$ cat src/rtl/dbu_pkg.sv
// shared types and constants of the dpcm bayer unpacker
// no dependencies; used by every other rtl file
`timescale 1ns / 1ps

package dbu_pkg;

  // field and register widths
  localparam int DIFF_W    = 16;
  localparam int ACC_W     = 32;
  localparam int DIM_W     = 16;
  localparam int COUNT_W   = 24;
  localparam int BYTE_W    = 8;
  localparam int NIBBLE_W  = 4;
  localparam int CFG_IDX_W = 2;
  localparam int CFG_DATA_W = 32;

  // row-start accumulators, one per (row parity, column parity)
  localparam int RSA_DEPTH = 4;
  localparam int RSA_IDX_W = $clog2(RSA_DEPTH);

  // queue between the front and the back
  localparam int QUEUE_DEPTH = 2;

  // register reset values
  localparam logic [ACC_W-1:0]   SEED_RST       = '0;
  localparam logic [DIM_W-1:0]   ROW_COUNT_RST  = 16'd1;
  localparam logic [DIM_W-1:0]   COL_COUNT_RST  = 16'd1;
  localparam logic [COUNT_W-1:0] BYTE_LIMIT_RST = 24'd1;

  // register indexes
  typedef enum logic [CFG_IDX_W-1:0] {
    CFG_SEED       = 2'd0,
    CFG_ROW_COUNT  = 2'd1,
    CFG_COL_COUNT  = 2'd2,
    CFG_BYTE_LIMIT = 2'd3
  } cfg_idx_t;

  // configuration as seen by the front
  typedef struct packed {
    logic [ACC_W-1:0]   seed;
    logic [DIM_W-1:0]   row_count;
    logic [DIM_W-1:0]   col_count;
    logic [COUNT_W-1:0] byte_limit;
  } cfg_t;

  // one request worth of output bytes: one or two bytes
  typedef struct packed {
    logic [BYTE_W-1:0] b0;
    logic [BYTE_W-1:0] b1;
    logic              two;
    logic              done;
  } entry_t;

endpackage

$ cat src/rtl/dbu_if.sv
// handshake channels of the dpcm bayer unpacker: input and result
// depends on dbu_pkg for field widths
`timescale 1ns / 1ps

interface dbu_in_if;
  import dbu_pkg::*;
  logic                     valid;
  logic                     ready;
  logic                     start_frame;
  logic signed [DIFF_W-1:0] diff;

  modport source (output valid, output start_frame, output diff, input ready);
  modport sink   (input valid, input start_frame, input diff, output ready);
endinterface

interface dbu_out_if;
  import dbu_pkg::*;
  logic              valid;
  logic              ready;
  logic [BYTE_W-1:0] out_byte;
  logic              run_last;
  logic              frame_done;

  modport source (output valid, output out_byte, output run_last, output frame_done,
                  input ready);
  modport sink   (input valid, input out_byte, input run_last, input frame_done,
                  output ready);
endinterface

$ cat src/rtl/dbu_front.sv
// front part: accepts requests, runs the predictor and packs bytes into queue entries
// depends on dbu_pkg and dbu_if
`timescale 1ns / 1ps

module dbu_front (
  input  logic            clk,
  input  logic            rst_n,
  dbu_in_if.sink          in_chan,
  input  dbu_pkg::cfg_t   cfg,
  input  logic            q_full,
  output logic            q_push,
  output dbu_pkg::entry_t q_entry
);
  import dbu_pkg::*;

  logic [ACC_W-1:0]    rsa_r [RSA_DEPTH];
  logic [ACC_W-1:0]    rsa_nxt [RSA_DEPTH];
  logic [ACC_W-1:0]    col_acc_r [2];
  logic [ACC_W-1:0]    col_acc_nxt [2];
  logic [DIM_W-1:0]    row_r, row_nxt;
  logic [DIM_W-1:0]    col_r, col_nxt;
  logic                odd_r, odd_nxt;
  logic [NIBBLE_W-1:0] pend_r, pend_nxt;
  logic [COUNT_W-1:0]  bytes_r, bytes_nxt;
  logic                fin_r, fin_nxt;

  // effective state after an optional frame restart
  logic [ACC_W-1:0]    e_rsa [RSA_DEPTH];
  logic [DIM_W-1:0]    e_row, e_col;
  logic                e_odd, e_fin;
  logic [NIBBLE_W-1:0] e_pend;
  logic [COUNT_W-1:0]  e_bytes;

  logic                accept;
  logic                init;
  logic [ACC_W-1:0]    d_ext;
  logic                first;
  logic [RSA_IDX_W-1:0] par;
  logic [ACC_W-1:0]    prev;
  logic [ACC_W-1:0]    value;
  logic [COUNT_W-1:0]  bytes1, bytes2;
  logic                lim1, lim2;
  logic [DIM_W-1:0]    col_inc, row_inc;
  logic                stop;
  entry_t              entry;

  assign in_chan.ready = !q_full;
  assign accept = in_chan.valid && !q_full;
  assign init   = in_chan.start_frame;

  // restart view of the state
  always_comb begin
    for (int i = 0; i < RSA_DEPTH; i++) begin
      e_rsa[i] = init ? cfg.seed : rsa_r[i];
    end
    e_row   = init ? '0 : row_r;
    e_col   = init ? '0 : col_r;
    e_odd   = init ? 1'b0 : odd_r;
    e_pend  = init ? '0 : pend_r;
    e_bytes = init ? '0 : bytes_r;
    e_fin   = init ? 1'b0 : fin_r;
  end

  // prediction and byte counts
  always_comb begin
    d_ext   = {{(ACC_W-DIFF_W){in_chan.diff[DIFF_W-1]}}, in_chan.diff};
    first   = (e_col[DIM_W-1:1] == '0);
    par     = {e_row[0], e_col[0]};
    prev    = first ? e_rsa[par] : col_acc_r[e_col[0]];
    value   = prev + d_ext;
    bytes1  = e_bytes + COUNT_W'(1);
    bytes2  = e_bytes + COUNT_W'(2);
    lim1    = (bytes1 >= cfg.byte_limit);
    lim2    = (bytes2 >= cfg.byte_limit);
    col_inc = e_col + DIM_W'(1);
    row_inc = e_row + DIM_W'(1);
  end

  // next state and queue entry
  always_comb begin
    rsa_nxt     = rsa_r;
    col_acc_nxt = col_acc_r;
    row_nxt     = row_r;
    col_nxt     = col_r;
    odd_nxt     = odd_r;
    pend_nxt    = pend_r;
    bytes_nxt   = bytes_r;
    fin_nxt     = fin_r;
    entry       = '0;
    stop        = 1'b0;
    q_push      = 1'b0;
    if (accept) begin
      rsa_nxt   = e_rsa;
      row_nxt   = e_row;
      col_nxt   = e_col;
      odd_nxt   = e_odd;
      pend_nxt  = e_pend;
      bytes_nxt = e_bytes;
      fin_nxt   = e_fin;
      if (e_fin) begin
        // frame over: nothing until a restart
      end else if (cfg.col_count == '0 || e_row >= cfg.row_count) begin
        fin_nxt = 1'b1;
      end else begin
        q_push = 1'b1;
        col_acc_nxt[e_col[0]] = value;
        if (first) begin
          rsa_nxt[par] = value;
        end
        if (!e_odd) begin
          // even value: high byte now, low nibble kept
          entry.b0  = value[11:4];
          bytes_nxt = bytes1;
          if (lim1) begin
            stop    = 1'b1;
            fin_nxt = 1'b1;
          end else begin
            pend_nxt = value[3:0];
            odd_nxt  = 1'b1;
          end
        end else begin
          // odd value: pending nibble joins the top bits, then the low byte
          entry.b0 = {e_pend, value[11:8]};
          entry.b1 = value[7:0];
          odd_nxt  = 1'b0;
          pend_nxt = '0;
          if (lim1) begin
            stop      = 1'b1;
            bytes_nxt = bytes1;
            fin_nxt   = 1'b1;
          end else begin
            entry.two = 1'b1;
            bytes_nxt = bytes2;
            stop      = lim2;
            fin_nxt   = lim2;
          end
        end
        // grid walk and trailing nibble at the end of the grid
        if (!stop) begin
          col_nxt = col_inc;
          if (col_inc >= cfg.col_count) begin
            col_nxt = '0;
            row_nxt = row_inc;
            if (row_inc >= cfg.row_count) begin
              fin_nxt = 1'b1;
              if (!e_odd) begin
                entry.b1  = {value[3:0], {NIBBLE_W{1'b0}}};
                entry.two = 1'b1;
                bytes_nxt = bytes2;
                odd_nxt   = 1'b0;
                pend_nxt  = '0;
              end
            end
          end
        end
        entry.done = fin_nxt;
      end
    end
  end

  assign q_entry = entry;

  // control state and row-start accumulators
  always_ff @(posedge clk) begin
    if (!rst_n) begin
      for (int i = 0; i < RSA_DEPTH; i++) begin
        rsa_r[i] <= SEED_RST;
      end
      row_r   <= '0;
      col_r   <= '0;
      odd_r   <= 1'b0;
      pend_r  <= '0;
      bytes_r <= '0;
      fin_r   <= 1'b0;
    end else begin
      rsa_r   <= rsa_nxt;
      row_r   <= row_nxt;
      col_r   <= col_nxt;
      odd_r   <= odd_nxt;
      pend_r  <= pend_nxt;
      bytes_r <= bytes_nxt;
      fin_r   <= fin_nxt;
    end
  end

  // column accumulators, always written before they are read
  always_ff @(posedge clk) begin
    col_acc_r <= col_acc_nxt;
  end

endmodule

$ cat src/rtl/dbu_queue.sv
// short fifo of byte entries between the front and the back
// depends on dbu_pkg
`timescale 1ns / 1ps

module dbu_queue #(
  parameter int Depth = dbu_pkg::QUEUE_DEPTH
) (
  input  logic            clk,
  input  logic            rst_n,
  input  logic            push,
  input  dbu_pkg::entry_t push_entry,
  input  logic            pop,
  output logic            head_valid,
  output dbu_pkg::entry_t head,
  output logic            full
);
  import dbu_pkg::*;

  localparam int PtrW = (Depth > 1) ? $clog2(Depth) : 1;
  localparam int CntW = $clog2(Depth + 1);

  entry_t          mem_r [Depth];
  logic [PtrW-1:0] wr_ptr_r, wr_ptr_nxt;
  logic [PtrW-1:0] rd_ptr_r, rd_ptr_nxt;
  logic [CntW-1:0] cnt_r, cnt_nxt;
  logic            do_push, do_pop;

  assign head_valid = (cnt_r != '0);
  assign full       = (cnt_r == CntW'(Depth));
  assign head       = mem_r[rd_ptr_r];
  assign do_push    = push && !full;
  assign do_pop     = pop && head_valid;

  // pointer and fill count update
  always_comb begin
    wr_ptr_nxt = wr_ptr_r;
    rd_ptr_nxt = rd_ptr_r;
    cnt_nxt    = cnt_r;
    if (do_push) begin
      wr_ptr_nxt = (wr_ptr_r == PtrW'(Depth - 1)) ? '0 : wr_ptr_r + PtrW'(1);
    end
    if (do_pop) begin
      rd_ptr_nxt = (rd_ptr_r == PtrW'(Depth - 1)) ? '0 : rd_ptr_r + PtrW'(1);
    end
    if (do_push && !do_pop) begin
      cnt_nxt = cnt_r + CntW'(1);
    end else if (do_pop && !do_push) begin
      cnt_nxt = cnt_r - CntW'(1);
    end
  end

  always_ff @(posedge clk) begin
    if (!rst_n) begin
      wr_ptr_r <= '0;
      rd_ptr_r <= '0;
      cnt_r    <= '0;
    end else begin
      wr_ptr_r <= wr_ptr_nxt;
      rd_ptr_r <= rd_ptr_nxt;
      cnt_r    <= cnt_nxt;
    end
  end

  // entry storage
  always_ff @(posedge clk) begin
    if (do_push) begin
      mem_r[wr_ptr_r] <= push_entry;
    end
  end

endmodule

$ cat src/rtl/dbu_back.sv
// back part: splits queue entries into single bytes on a registered result channel
// depends on dbu_pkg and dbu_if
`timescale 1ns / 1ps

module dbu_back (
  input  logic            clk,
  input  logic            rst_n,
  input  logic            head_valid,
  input  dbu_pkg::entry_t head,
  output logic            pop,
  dbu_out_if.source       out_chan
);
  import dbu_pkg::*;

  logic              valid_r, valid_nxt;
  logic              phase_r, phase_nxt;
  logic [BYTE_W-1:0] byte_r, byte_nxt;
  logic              last_r, last_nxt;
  logic              done_r, done_nxt;
  logic              load;

  assign out_chan.valid      = valid_r;
  assign out_chan.out_byte   = byte_r;
  assign out_chan.run_last   = last_r;
  assign out_chan.frame_done = done_r;

  // output register refills when empty or taken
  always_comb begin
    load      = !valid_r || out_chan.ready;
    valid_nxt = valid_r;
    phase_nxt = phase_r;
    byte_nxt  = byte_r;
    last_nxt  = last_r;
    done_nxt  = done_r;
    pop       = 1'b0;
    if (load) begin
      valid_nxt = head_valid;
      if (head_valid) begin
        if (phase_r) begin
          byte_nxt  = head.b1;
          last_nxt  = 1'b1;
          done_nxt  = head.done;
          phase_nxt = 1'b0;
          pop       = 1'b1;
        end else begin
          byte_nxt  = head.b0;
          last_nxt  = !head.two;
          done_nxt  = head.done && !head.two;
          phase_nxt = head.two;
          pop       = !head.two;
        end
      end
    end
  end

  always_ff @(posedge clk) begin
    if (!rst_n) begin
      valid_r <= 1'b0;
      phase_r <= 1'b0;
    end else begin
      valid_r <= valid_nxt;
      phase_r <= phase_nxt;
    end
  end

  // payload
  always_ff @(posedge clk) begin
    byte_r <= byte_nxt;
    last_r <= last_nxt;
    done_r <= done_nxt;
  end

endmodule

$ cat src/rtl/dpcm_bayer_unpack_12bit.sv
// DPCM decoder with 2x2 row-start prediction and 12-bit packing, and its register file.
// A request carries one decoded difference; the front handles it in the cycle it is taken
// and queues one or two bytes, the back sends one byte per cycle on a registered output
// while the result channel is ready. An item that yields one byte can be taken every cycle
// under the same condition, one that yields two bytes sends both on the one-byte channel, so
// the steady rate is set by the byte count per item on the one-byte result channel: three
// bytes per pair of values for a stream of values. Items after the end of a frame, or over
// an empty grid, produce no bytes and are taken whenever the queue is not full.
// depends on dbu_pkg, dbu_if, dbu_front, dbu_queue and dbu_back
`timescale 1ns / 1ps

module dpcm_bayer_unpack_12bit #(
  parameter int QueueDepth = dbu_pkg::QUEUE_DEPTH
) (
  input  logic                           clk,
  input  logic                           rst_n,
  dbu_in_if.sink                         in_chan,
  dbu_out_if.source                      out_chan,
  input  logic                           cfg_we,
  input  logic [dbu_pkg::CFG_IDX_W-1:0]  cfg_addr,
  input  logic [dbu_pkg::CFG_DATA_W-1:0] cfg_data
);
  import dbu_pkg::*;

  cfg_t   cfg_r, cfg_nxt;
  logic   q_push, q_pop, q_full, q_head_valid;
  entry_t q_entry, q_head;

  // register writes
  always_comb begin
    cfg_nxt = cfg_r;
    if (cfg_we) begin
      unique case (cfg_addr)
        CFG_SEED:       cfg_nxt.seed       = cfg_data[ACC_W-1:0];
        CFG_ROW_COUNT:  cfg_nxt.row_count  = cfg_data[DIM_W-1:0];
        CFG_COL_COUNT:  cfg_nxt.col_count  = cfg_data[DIM_W-1:0];
        CFG_BYTE_LIMIT: cfg_nxt.byte_limit = cfg_data[COUNT_W-1:0];
      endcase
    end
  end

  always_ff @(posedge clk) begin
    if (!rst_n) begin
      cfg_r.seed       <= SEED_RST;
      cfg_r.row_count  <= ROW_COUNT_RST;
      cfg_r.col_count  <= COL_COUNT_RST;
      cfg_r.byte_limit <= BYTE_LIMIT_RST;
    end else begin
      cfg_r <= cfg_nxt;
    end
  end

  dbu_front u_front (
    .clk     (clk),
    .rst_n   (rst_n),
    .in_chan (in_chan),
    .cfg     (cfg_r),
    .q_full  (q_full),
    .q_push  (q_push),
    .q_entry (q_entry)
  );

  dbu_queue #(
    .Depth (QueueDepth)
  ) u_queue (
    .clk        (clk),
    .rst_n      (rst_n),
    .push       (q_push),
    .push_entry (q_entry),
    .pop        (q_pop),
    .head_valid (q_head_valid),
    .head       (q_head),
    .full       (q_full)
  );

  dbu_back u_back (
    .clk        (clk),
    .rst_n      (rst_n),
    .head_valid (q_head_valid),
    .head       (q_head),
    .pop        (q_pop),
    .out_chan   (out_chan)
  );

endmodule

$ cat src/flat_wrapper.sv
// flat-port wrapper written by rule: the top's interface ports become plain ports
module dpcm_bayer_unpack_12bit_flat import dbu_pkg::*;
#(
  parameter int QueueDepth = dbu_pkg::QUEUE_DEPTH
)
  (clk, rst_n, cfg_we, cfg_addr, cfg_data, in_chan_valid, in_chan_start_frame, in_chan_diff, in_chan_ready, out_chan_valid, out_chan_out_byte, out_chan_run_last, out_chan_frame_done, out_chan_ready);
  dbu_in_if in_chan_i ();
  dbu_out_if out_chan_i ();
  input  logic clk;
  input  logic rst_n;
  input  logic cfg_we;
  input  logic [dbu_pkg::CFG_IDX_W-1:0] cfg_addr;
  input  logic [dbu_pkg::CFG_DATA_W-1:0] cfg_data;
  input wire logic [$bits(in_chan_i.valid)-1:0] in_chan_valid;
  input wire logic [$bits(in_chan_i.start_frame)-1:0] in_chan_start_frame;
  input wire logic [$bits(in_chan_i.diff)-1:0] in_chan_diff;
  output wire logic [$bits(in_chan_i.ready)-1:0] in_chan_ready;
  output wire logic [$bits(out_chan_i.valid)-1:0] out_chan_valid;
  output wire logic [$bits(out_chan_i.out_byte)-1:0] out_chan_out_byte;
  output wire logic [$bits(out_chan_i.run_last)-1:0] out_chan_run_last;
  output wire logic [$bits(out_chan_i.frame_done)-1:0] out_chan_frame_done;
  input wire logic [$bits(out_chan_i.ready)-1:0] out_chan_ready;
  assign in_chan_i.valid = in_chan_valid;
  assign in_chan_i.start_frame = in_chan_start_frame;
  assign in_chan_i.diff = in_chan_diff;
  assign in_chan_ready = in_chan_i.ready;
  assign out_chan_valid = out_chan_i.valid;
  assign out_chan_out_byte = out_chan_i.out_byte;
  assign out_chan_run_last = out_chan_i.run_last;
  assign out_chan_frame_done = out_chan_i.frame_done;
  assign out_chan_i.ready = out_chan_ready;
  dpcm_bayer_unpack_12bit #(.QueueDepth(QueueDepth)) u_core (.clk(clk), .rst_n(rst_n), .in_chan(in_chan_i), .out_chan(out_chan_i), .cfg_we(cfg_we), .cfg_addr(cfg_addr), .cfg_data(cfg_data));
endmodule
$ cat config.mk
export PLATFORM = sky130hd
export DESIGN_NAME = dpcm_bayer_unpack_12bit_flat
export DESIGN_NICKNAME = d
export VERILOG_FILES = /design/src/rtl/dbu_pkg.sv /design/src/rtl/dbu_if.sv /design/src/rtl/dbu_front.sv /design/src/rtl/dbu_queue.sv /design/src/rtl/dbu_back.sv /design/src/rtl/dpcm_bayer_unpack_12bit.sv /design/src/flat_wrapper.sv
export SDC_FILE = /design/constraint.sdc
export NUM_CORES = 1
export LEC_CHECK = 0
export ABC_AREA = 1
export BUFFER_PORTS_ARGS = -buffer_cell sky130_fd_sc_hd__buf_4
export CAP_MARGIN = 10
export CORE_ASPECT_RATIO = 1.1
export CORE_MARGIN = 2
export CORE_UTILIZATION = 40
export DETAILED_ROUTE_END_ITERATION = 16
export MAX_ROUTING_LAYER = met4
export SYNTH_ARGS = -nofsm -noshare
export SYNTH_HDL_FRONTEND = slang
export SYNTH_SLANG_ARGS = --single-unit
$ cat constraint.sdc
create_clock -name clk -period 3.7 [get_ports clk]
set_input_delay 0.185 -clock clk [delete_from_list [all_inputs] [get_ports clk]]
set_output_delay 0.185 -clock clk [all_outputs]
set_load 0.05 [all_outputs]
==> flow_metrics.py, run 1 <==
metrics = {
    "final_layout": {
        "layout_commonest_cell": "nand2_1",
        "fill_cells": 3857,
        "area_growth_pct": 28.2,
        "postLayoutCellArea_sq_um": 20800,
        "drive_above_1_share": 0.205,
        "finalNetCount": 2654,
        "layout_common_cells": "432 x nand2_1, 301 x a21oi_1, 261 x buf_4",
    },
    "clocking": {
        "clk_pin_slew_ns": 0.06,
        "cts.path.max_buffers": 3,
        "htree_levels": 1,
        "root_buffer": "clkbuf_16",
        "cts-buffers-inserted": 30,
        "clk_latency_ns": 0.59,
        "cts_tree": "built",
        "cts.sinks": 255,
    },
    "timing": {
        "max_slew.worst_pin.slew_ns": 0.913,
        "maxSlewViolCount": 0,
        "finalWorstSetupSlack_ns": -0.0174,
        "tns_ns": -0.0402,
        "finalSetupViolCount": 6,
        "fmax_mhz": 269,
        "rsz0062_at_grt": "true",
        "period_needed_ns": 3.72,
        "max_slew_margin": 0.392,
        "fin_crit_sh": 1.00,
        "finalClockSkew_ns": 0.0254,
        "finalHoldViolations": 0,
    },
    "status": {
        "violations": "negative setup slack",
        "status": "finished, violations left",
    },
    "drt": {
        "drtIter0Drc": 1123,
        "drc": 0,
        "drt_pass1_iterations": 5,
        "viasPerCell": 5.33,
        "num_vias": 16121,
        "ant_nets": 0,
        "wl_um": 50600,
        "wl_per_cell_um": 16.7,
    },
    "synth": {
        "ys_ff_latch": 255,
        "synth_edf_count": 70,
        "yosysWarnings": 0,
        "synth-seq-area-share": 0.358,
        "synthArstFlopShare": 0,
        "synth_ff_type": "dfxtp_1",
        "synth_area_sq_um": 16200,
        "ys_types": 51,
        "syn-num-nets": 2414,
        "avgSynthCellArea_sq_um": 7.23,
        "netlist_instances": 2245,
    },
    "power": {
        "power_density_nw_per_um2": 794,
        "p_leak_nw": 9.38,
        "p_total_mw": 16.5,
        "ir_drop_uv": 457,
    },
    "die": {
        "io_pins": 68,
        "rows": 77,
        "coreArea_sq_um": 40100,
        "start_util": 0.405,
        "die_x_um": 196,
        "die_area_sq_um": 42200,
        "floorplan.die.height_um": 215,
    },
    "place": {
        "placed_cell_area_sq_um": 18500,
        "dp_hpwl_um": 35400,
        "place_ws_ns": -0.189,
        "gp_congestion": 0.934,
        "port_buffers": 55,
    },
    "setup_path": {
        "worst-setup-path-type": "flop to flop",
        "worstPathMaxFanout": 7,
        "start_kind": "flop",
        "cp.required_ns": 4.18,
        "endpoint_kind": "flop",
        "cp.arrival_ns": 4.20,
    },
    "global_route": {
        "grt-ovfl-total": 0,
        "grt_max_degree": 92,
        "antenna_found_initial": 0,
        "grt_pass1_wl_um": 79000,
        "grt_use_total": 0.238,
        "grt_pass1_vias": 15319,
    },
    "run": {
        "max_cap_violations": 0,
    },
    "min_path": {
        "hp-class": "input port to flop",
    },
}
-- cell usage after synthesis (5+ instances only) --
cell,instances,area share
nor2_2,16,0.0062
nor3_2,7,0.0043
xor2_1,58,0.031
inv_2,9,0.0021
buf_6,6,0.0042
inv_1,246,0.057
o211ai_1,32,0.015
o22ai_1,8,0.0031
clkbuf_1,88,0.020
nor2_4,5,0.0035
o21ai_1,7,0.0022
a21oi_1,313,0.096
dfxtp_1,185,0.23
nand2_2,16,0.0062
buf_2,7,0.0022
o21ai_0,163,0.050
nand3_2,6,0.0037
a22oi_1,28,0.013
xnor2_1,10,0.0054
nand4_1,23,0.0089
nor3_1,19,0.0059
nand2_1,465,0.11
edfxtp_1,70,0.13
ha_1,112,0.086
a31oi_1,11,0.0042
nand3_1,113,0.035
o21a_1,9,0.0042
nor2_1,171,0.040
-- repair_timing --
item / in CTS / in global routing
cloned: 0 / 6
buffers inserted: 2 / 14
endpoints found under the setup margin: 47 / 125
endpoints found under the hold margin: 69 / 0
pin swaps: 2 / 49
hold buffers: 30 / 0
resized for setup: 9 / 161
-- critical path: stages (launching register included) --
cell	delay, ns
dfxtp_2	0.33
inv_2	0.05
nor2_4	0.15
buf_6	0.13
ha_4	0.13
inv_2	0.04
nor2_4	0.14
nand2_4	0.09
nor2_4	0.16
nand2_4	0.10
nor2_4	0.15
xnor2_2	0.09
ha_1	0.34
a21oi_1	0.14
o21ai_0	0.13
nor2_2	0.13
nand4_1	0.24
a21oi_2	0.33
nand3_4	0.16
inv_4	0.10
nand2_4	0.07
clkbuf_16	0.17
nand2_2	0.06
nand3_2	0.06
nand2_1	0.10
inv_1	0.04
-- where the power goes --
group | switching [mW] | total, mW | internal (mW)
clock | 1.25 | 3.24 | 1.99
sequential | 0.274 | 3.96 | 3.68
combinational | 5.72 | 9.32 | 3.60
-- metrics by stage --
stage | cells | util | hold slack [ns]
finish | 3023 | 0.519 | 0.0753
global route | 3022 | 0.519 | 0.0824
CTS | 3003 | 0.497 | 0.0504
detailed placement | 2915 | 0.461 | 0.456
global placement | 2915 | 0.461 | 0.452
floorplan | 2245 | - | 0.311
-- worst paths after layout --
| check | start | end | slack, ns | cells after the start |
|---|---|---|---|---|
| setup / recovery | u_core.u_front.bytes_r[1] | u_core.u_front.row_r[9] | -0.02 | 25 |
| hold / removal | cfg_addr[0] | u_core.cfg_r[0] | 0.08 | 5 |
| hold reg to reg | u_core.u_front.bytes_r[10] | u_core.u_front.bytes_r[10] | 0.47 | 2 |
| setup reg to reg | u_core.u_front.bytes_r[1] | u_core.u_front.row_r[9] | -0.02 | 25 |
-- sequential cells by signal (all words and copies together) (netlist names), named ones only --
register	flops
u_core.cfg_r	68
u_core.u_back.out_chan.frame_done	1
u_core.u_back.out_chan.out_byte	8
u_core.u_back.out_chan.run_last	1
u_core.u_back.out_chan.valid	1
u_core.u_back.phase_r	1
u_core.u_front.bytes_r	24
u_core.u_front.col_acc_r	24
u_core.u_front.col_r	16
u_core.u_front.fin_r	1
u_core.u_front.odd_r	1
u_core.u_front.pend_r	4
u_core.u_front.row_r	16
u_core.u_front.rsa_r	48
u_core.u_queue.cnt_r	2
u_core.u_queue.mem_r	36
u_core.u_queue.rd_ptr_r	1
u_core.u_queue.wr_ptr_r	1
-- cell families (layout without fill, tap and decap cells) --
family          Yosys count  count (layout)  synth area share
other cells               0               1                 0
simple gates            855             855             0.230
fa+ha+maj               113             113            0.0875
xor+xnor                 70              70            0.0387
mux                       2               2           0.00123
flops                   255             255             0.358
buf+inv                 366             630            0.0912
compound gates          584             584             0.194
-- area by class of cell --
| cell class | instances | area (sq um) | share of cell area |
|---|---|---|---|
| multi-input cells | 1624 | 9590 | 0.461 |
| repair buffers | 316 | 2690 | 0.129 |
| inverters | 258 | 990 | 0.0476 |
| clock inverters | 19 | 260 | 0.0125 |
| clock buffers | 37 | 818 | 0.0393 |
| flip-flops and latches | 255 | 5810 | 0.279 |
| well taps | 513 | 642 | 0.0308 |
| diodes | 1 | 2.50 | 0.000120 |
-- routing by layer --
metal / share of wire / routed length, um / vias up / global-route usage
li1: - / - / 7979 / -
met1: 0.42 / 21100 / 7624 / 0.283
met4: 0.035 / 1800 / 0 / 0.0909
met3: 0.046 / 2310 / 106 / 0.0217
met2: 0.50 / 25300 / 412 / 0.418
met5: 0 / 0 / - / -
No activity file was read; power rests on OpenSTA's default activity.
==> run 2, diff against run 1 <==
--- a/config.mk
+++ b/config.mk
@@ -8,11 +8,12 @@
 export ABC_AREA = 1
 export BUFFER_PORTS_ARGS = -buffer_cell sky130_fd_sc_hd__buf_4
 export CAP_MARGIN = 10
-export CORE_ASPECT_RATIO = 1.1
+export CORE_ASPECT_RATIO = 1.4
 export CORE_MARGIN = 2
 export CORE_UTILIZATION = 40
 export DETAILED_ROUTE_END_ITERATION = 16
 export MAX_ROUTING_LAYER = met4
+export PLACE_DENSITY = 0.66
 export SYNTH_ARGS = -nofsm -noshare
 export SYNTH_HDL_FRONTEND = slang
 export SYNTH_SLANG_ARGS = --single-unit
==> constraint.sdc (replaced) <==
create_clock -name clk -period 3.7 [get_ports clk]
set_input_delay 0.185 -clock clk [delete_from_list [all_inputs] [get_ports clk]]
set_output_delay 0.185 -clock clk [all_outputs]
set_load 0.005 [all_outputs]
==> flow_metrics.py, run 2 (synthesized netlist as in run 1, its figures left out) <==
metrics = {
    "timing": {
        "fmax_mhz": 272,
        "finalSetupViolCount": 0,
        "max_slew_margin": 0.206,
        "rsz0062_at_grt": "true",
        "fin_crit_sh": 0.995,
        "finalClockSkew_ns": 0.0136,
        "max_slew.worst_pin.slew_ns": 1.19,
        "finalHoldViolations": 0,
        "period_needed_ns": 3.68,
        "holdWs_ns": 0.0487,
        "tns_ns": 0,
        "finalWorstSetupSlack_ns": 0.0201,
        "maxSlewViolCount": 0,
    },
    "die": {
        "coreArea_sq_um": 40200,
        "floorplan.die.height_um": 242,
        "io_pins": 68,
        "rows": 87,
        "die_area_sq_um": 42200,
        "start_util": 0.404,
        "die_x_um": 174,
    },
    "drt": {
        "viasPerCell": 5.32,
        "wl_per_cell_um": 17.1,
        "ant_nets": 0,
        "drc": 0,
        "wl_um": 51600,
        "drt_pass1_iterations": 5,
        "num_vias": 16063,
        "drtIter0Drc": 1208,
    },
    "place": {
        "gp_congestion": 0.906,
        "dp_hpwl_um": 35800,
        "placed_cell_area_sq_um": 18500,
        "port_buffers": 55,
        "place_ws_ns": -0.118,
    },
    "final_layout": {
        "area_growth_pct": 25.2,
        "largest_reg_flops": 68,
        "drive_above_1_share": 0.194,
        "layout_commonest_cell": "nand2_1",
        "layout_common_cells": "436 x nand2_1, 305 x a21oi_1, 250 x buf_4",
        "final_core_util": 0.506,
        "fill_cells": 3850,
        "finalNetCount": 2632,
        "top_register": "u_core.cfg_r",
        "postLayoutCellArea_sq_um": 20300,
        "largestRegisters": "u_core.cfg_r x68, u_core.u_front.rsa_r x48, u_core.u_queue.mem_r x36",
    },
    "min_path": {
        "hp-start": "in_chan_valid",
        "min_path_cells": 4,
        "hp-class": "input port to flop",
        "min_to": "u_core.u_front.bytes_r[7]",
    },
    "setup_path": {
        "r2r.worst_path.cells": 28,
        "cp.arrival_ns": 4.14,
        "endpoint_kind": "flop",
        "cp.required_ns": 4.16,
        "r2r_slack_ns": 0.02,
        "worst_r2r_startpoint": "u_core.u_front.bytes_r[1]",
        "r2r-end": "u_core.u_front.row_r[15]",
        "max_stage_delay_ns": 0.34,
        "cp_slowest_cell": "dfxtp_2",
        "crit_top_cell": "nor2_4",
        "worst-setup-path-type": "flop to flop",
        "start_kind": "flop",
        "worstPathMaxFanout": 7,
        "crit_start": "u_core.u_front.bytes_r[1]",
    },
    "global_route": {
        "grt-ovfl-total": 0,
        "grt_pass1_wl_um": 80200,
        "grt_max_degree": 93,
        "grtUsageMet2": 0.446,
        "grt_pass1_vias": 15628,
        "antenna_found_initial": 1,
        "busiest_layer": "met2",
        "grtUsageMet3": 0.0206,
        "grtUsageMet1": 0.254,
        "grt_use_total": 0.242,
    },
    "clocking": {
        "cts-buffers-inserted": 27,
        "cts.sinks": 255,
        "root_buffer": "clkbuf_16",
        "cts_tree": "built",
        "cts.path.max_buffers": 3,
        "htree_levels": 1,
        "clk_latency_ns": 0.57,
        "clk_pin_slew_ns": 0.07,
    },
    "power": {
        "p_leak_nw": 9.17,
        "power_density_nw_per_um2": 743,
        "ir_drop_uv": 483,
    },
    "run": {
        "max_cap_violations": 0,
    },
    "status": {
        "status": "finished, final reports clean",
    },
}
## run 2: per-layer routing
| metal | wire length (um) | vias up |
|---|---|---|
| met4 | 2890 | 0 |
| li1 | - | 7939 |
| met1 | 19500 | 7515 |
| met3 | 2140 | 152 |
| met5 | 0 | - |
| met2 | 27100 | 457 |
## run 2: area by class of cell
type | instances | area (sq um) | share of cell area
Tap cell | 534 | 668 | 0.0329
Antenna cell | 1 | 2.50 | 0.000123
Sequential cell | 255 | 5810 | 0.286
Clock buffer | 31 | 711 | 0.0350
Multi-Input combinational cell | 1624 | 9450 | 0.465
Clock inverter | 19 | 156 | 0.00769
Inverter | 258 | 983 | 0.0484
Timing Repair Buffer | 297 | 2540 | 0.125
## run 2: worst max path at each step
stage | end | slack (ns) | cells after the start
2_1_floorplan | u_core.u_front.row_r[15] | -0.03 | 27
3_3_place_gp | u_core.u_front.bytes_r[1] | -0.05 | 23
3_5_place_dp | u_core.u_queue.mem_r[0][8] | -0.12 | 22
4_1_cts | u_core.u_front.row_r[8] | 0.004 | 25
5_1_grt | u_core.u_front.row_r[7] | -0.18 | 28
6_report | u_core.u_front.row_r[15] | 0.02 | 28
## run 2: repair_timing
action                     4_1_cts  5_1_grt
gates cloned                     0        3
hold endpoints to repair        39        0
pin swaps                        1       55
setup endpoints to repair       10      103
gates resized for setup          2      126
setup buffers                    0       12
hold buffers                    27        0
## run 2: worst max-delay path: cells and delay by family (launching register included)
family / cells / cell delay [ns]
adders and majority gates: 2 / 0.48
and+or+nand+nor: 15 / 1.64
DFF: 1 / 0.34
AOI/OAI and AO/OA: 1 / 0.22
xor gates and xnor gates: 1 / 0.09
buffers and inverters: 9 / 0.81
## run 2: metrics by stage
stage | std cells | total power, mW
after floorplan | 2245 | 8.38
after global placement | 2926 | 11.6
after detailed placement | 2926 | 11.8
after CTS | 3003 | 14.6
after global routing | 3019 | 16.1
final | 3019 | 15.1
## run 2: power by group
| group | switching, mW | internal (mW) |
|---|---|---|
| clock network | 1.25 | 1.47 |
| logic | 5.25 | 3.17 |
| registers | 0.274 | 3.68 |
==> run 3, diff against run 2 <==
--- a/config.mk
+++ b/config.mk
@@ -5,12 +5,12 @@
 export SDC_FILE = /design/constraint.sdc
 export NUM_CORES = 1
 export LEC_CHECK = 0
-export ABC_AREA = 1
 export BUFFER_PORTS_ARGS = -buffer_cell sky130_fd_sc_hd__buf_4
 export CAP_MARGIN = 10
-export CORE_ASPECT_RATIO = 1.4
+export CORE_ASPECT_RATIO = 0.6
 export CORE_MARGIN = 2
 export CORE_UTILIZATION = 40
+export CTS_CLUSTER_SIZE = 8
 export DETAILED_ROUTE_END_ITERATION = 16
 export MAX_ROUTING_LAYER = met4
 export PLACE_DENSITY = 0.66
==> flow_metrics.py, run 3 <==
metrics = {
    "synth": {
        "synth_area_sq_um": 14900,
        "netlist_instances": 1711,
        "synthTopCellsByCount": "255 x nand2_1, 185 x dfxtp_1, 169 x nor2_1",
        "avgSynthCellArea_sq_um": 8.69,
        "synth-seq-area-share": 0.390,
        "yosysWarnings": 0,
        "syn-num-nets": 1880,
        "synthArstFlopShare": 0,
        "yosysTopAreaCell": "dfxtp_1",
        "synth_top_area_share": 0.249,
        "ys_ff_latch": 255,
        "synth_edf_count": 70,
        "synth_ff_type": "dfxtp_1",
        "ys_types": 74,
        "synth_area_leaders": "dfxtp_1 25%, edfxtp_1 14%, ha_1 9.4%",
        "yosysMostFrequentCell": "nand2_1",
    },
    "timing": {
        "finalWorstSetupSlack_ns": -0.837,
        "tns_ns": -58.73,
        "finalSetupViolCount": 108,
        "maxSlewViolCount": 0,
        "fmax_mhz": 220,
        "max_slew.worst_pin.slew_ns": 1.11,
        "max_slew_margin": 0.257,
        "period_needed_ns": 4.54,
        "fin_crit_sh": 1.23,
        "rsz0062_at_grt": "true",
        "finalHoldViolations": 0,
        "finalClockSkew_ns": 0.0221,
    },
    "clocking": {
        "cts_tree": "built",
        "clk_pin_slew_ns": 0.05,
        "htree_levels": 2,
        "cts.sinks": 255,
        "cts-buffers-inserted": 37,
        "cts.path.max_buffers": 3,
        "clk_latency_ns": 0.53,
        "root_buffer": "clkbuf_16",
    },
    "final_layout": {
        "fill_cells": 3191,
        "top_register": "u_core.cfg_r",
        "largestRegisters": "u_core.cfg_r x68, u_core.u_front.rsa_r x48, u_core.u_queue.mem_r x36",
        "finalNetCount": 2218,
        "final_cells": 2541,
        "antenna-diode-count": 0,
        "layout_common_cells": "321 x buf_4, 249 x nand2_1, 179 x dfxtp_1",
        "drive_above_1_share": 0.284,
        "final_core_util": 0.554,
        "layout_commonest_cell": "buf_4",
        "largest_reg_flops": 68,
        "area_growth_pct": 36.0,
    },
    "drt": {
        "num_vias": 14697,
        "drc": 0,
        "ant_nets": 0,
        "wl_um": 51700,
        "drtIter0Drc": 1550,
        "viasPerCell": 5.78,
        "drt_pass1_iterations": 5,
        "wl_per_cell_um": 20.4,
    },
    "setup_path": {
        "crit_top_cell": "and3_4",
        "worst_r2r_startpoint": "u_core.u_front.bytes_r[2]",
        "r2r.worst_path.cells": 22,
        "start_kind": "flop",
        "cp.required_ns": 4.07,
        "r2r_slack_ns": -0.84,
        "worstPathMaxFanout": 8,
        "cp_slowest_cell": "or4_4",
        "crit_chain": "nor2b_4 > ha_4 > and3_4 > and3_4 > nand2_4 > nor4_4 > and3_4 > and3_4 > buf_6 > and3b_1 > o21a_1 > ha_1 > nand4_1 > or4_4 > o41ai_4 > buf_4 > or3_4 > and4bb_4 > buf_12 > nand2_4 > mux2i_1 > a21oi_1",
        "r2r-end": "u_core.u_front.row_r[6]",
        "endpoint_kind": "flop",
        "worst-setup-path-type": "flop to flop",
        "max_stage_delay_ns": 0.60,
        "cp.arrival_ns": 4.91,
    },
    "die": {
        "coreArea_sq_um": 36500,
        "floorplan.die.height_um": 153,
        "die_area_sq_um": 38800,
        "die_x_um": 253,
        "rows": 54,
        "io_pins": 68,
        "start_util": 0.408,
    },
    "power": {
        "p_leak_nw": 8.26,
        "power_density_nw_per_um2": 553,
        "p_total_mw": 11.2,
        "ir_drop_uv": 521,
    },
    "global_route": {
        "grt_use_total": 0.268,
        "grt_pass1_vias": 13973,
        "grt_max_degree": 61,
        "antenna_found_initial": 0,
        "grt_pass1_wl_um": 79100,
        "grt-ovfl-total": 0,
    },
    "place": {
        "placed_cells": 2429,
        "port_buffers": 55,
        "dp_hpwl_um": 36400,
        "place_ws_ns": -1.11,
        "gp_congestion": 0.970,
    },
    "status": {
        "status": "finished, violations left",
        "violations": "negative setup slack",
    },
    "min_path": {
        "min_path_cells": 4,
        "min_to": "u_core.u_back.out_chan.valid",
        "hp-start": "out_chan_ready",
        "hp-class": "input port to flop",
    },
    "run": {
        "max_cap_violations": 0,
    },
}
## run 3: worst max-delay path by stage
stage | endpoint | cells past startpoint | startpoint
floorplan | u_core.u_front.row_r[15] | 26 | in_chan_start_frame
global placement | u_core.u_front.bytes_r[16] | 24 | in_chan_start_frame
detailed placement | u_core.u_front.bytes_r[16] | 26 | in_chan_start_frame
CTS | u_core.u_front.pend_r[2] | 21 | u_core.u_front.bytes_r[1]
global route | u_core.u_front.row_r[6] | 22 | u_core.u_front.bytes_r[2]
finish | u_core.u_front.row_r[6] | 22 | u_core.u_front.bytes_r[2]
## run 3: cell families (layout without fill, tap and decap cells)
group	Yosys count	in the layout	synth area share
compound gates	400	400	0.178
xor+xnor	77	77	0.0454
fa+ha+maj	113	113	0.0956
buf+inv	173	526	0.0455
flops	255	255	0.390
mux	61	61	0.0523
simple gates	632	633	0.193
## run 3: what timing repair did
action,in CTS,in global routing
gates resized for setup,106,90
hold endpoints to repair,59,0
hold buffers,24,0
setup endpoints to repair,126,122
buffers inserted,17,22
gates cloned,2,0
pin swaps,63,67
## run 3: layout make-up
cell class	instances	area [sq um]	area share
multi-input cells	1284	9230	0.456
clock buffers	52	982	0.0486
well taps	476	596	0.0295
repair buffers	388	3240	0.160
flip-flops and latches	255	5810	0.288
inverters	83	320	0.0158
clock inverters	3	41.3	0.00204
## run 3: through the flow
step	instance area, sq um	hold WS (ns)
2_1_floorplan	15100	0.309
3_3_place_gp	17900	0.433
3_5_place_dp	17900	0.443
4_1_cts	19700	0.00720
5_1_grt	20200	0.0424
6_report	20200	0.0122
## run 3: per-layer routing
layer | part of all wire | track usage | up-vias
li1 | - | - | 6803
met1 | 0.46 | 0.391 | 7076
met2 | 0.42 | 0.375 | 719
met3 | 0.10 | 0.0559 | 99
met4 | 0.020 | 0.0595 | 0
met5 | 0 | - | -
## run 3: power breakdown
| part | switching, mW | total [mW] | internal (mW) |
|---|---|---|---|
| combinational | 2.49 | 4.46 | 1.97 |
| sequential | 0.220 | 3.62 | 3.40 |
| clock | 1.28 | 3.11 | 1.83 |
## run 3: worst max-delay path: cells and delay by family, from the launching register on
family	cells	cell delay [ns]
simple gates	13	2.61
compound gates	3	0.54
mux	1	0.17
buf+inv	3	0.40
fa+ha+maj	2	0.30
flops	1	0.33
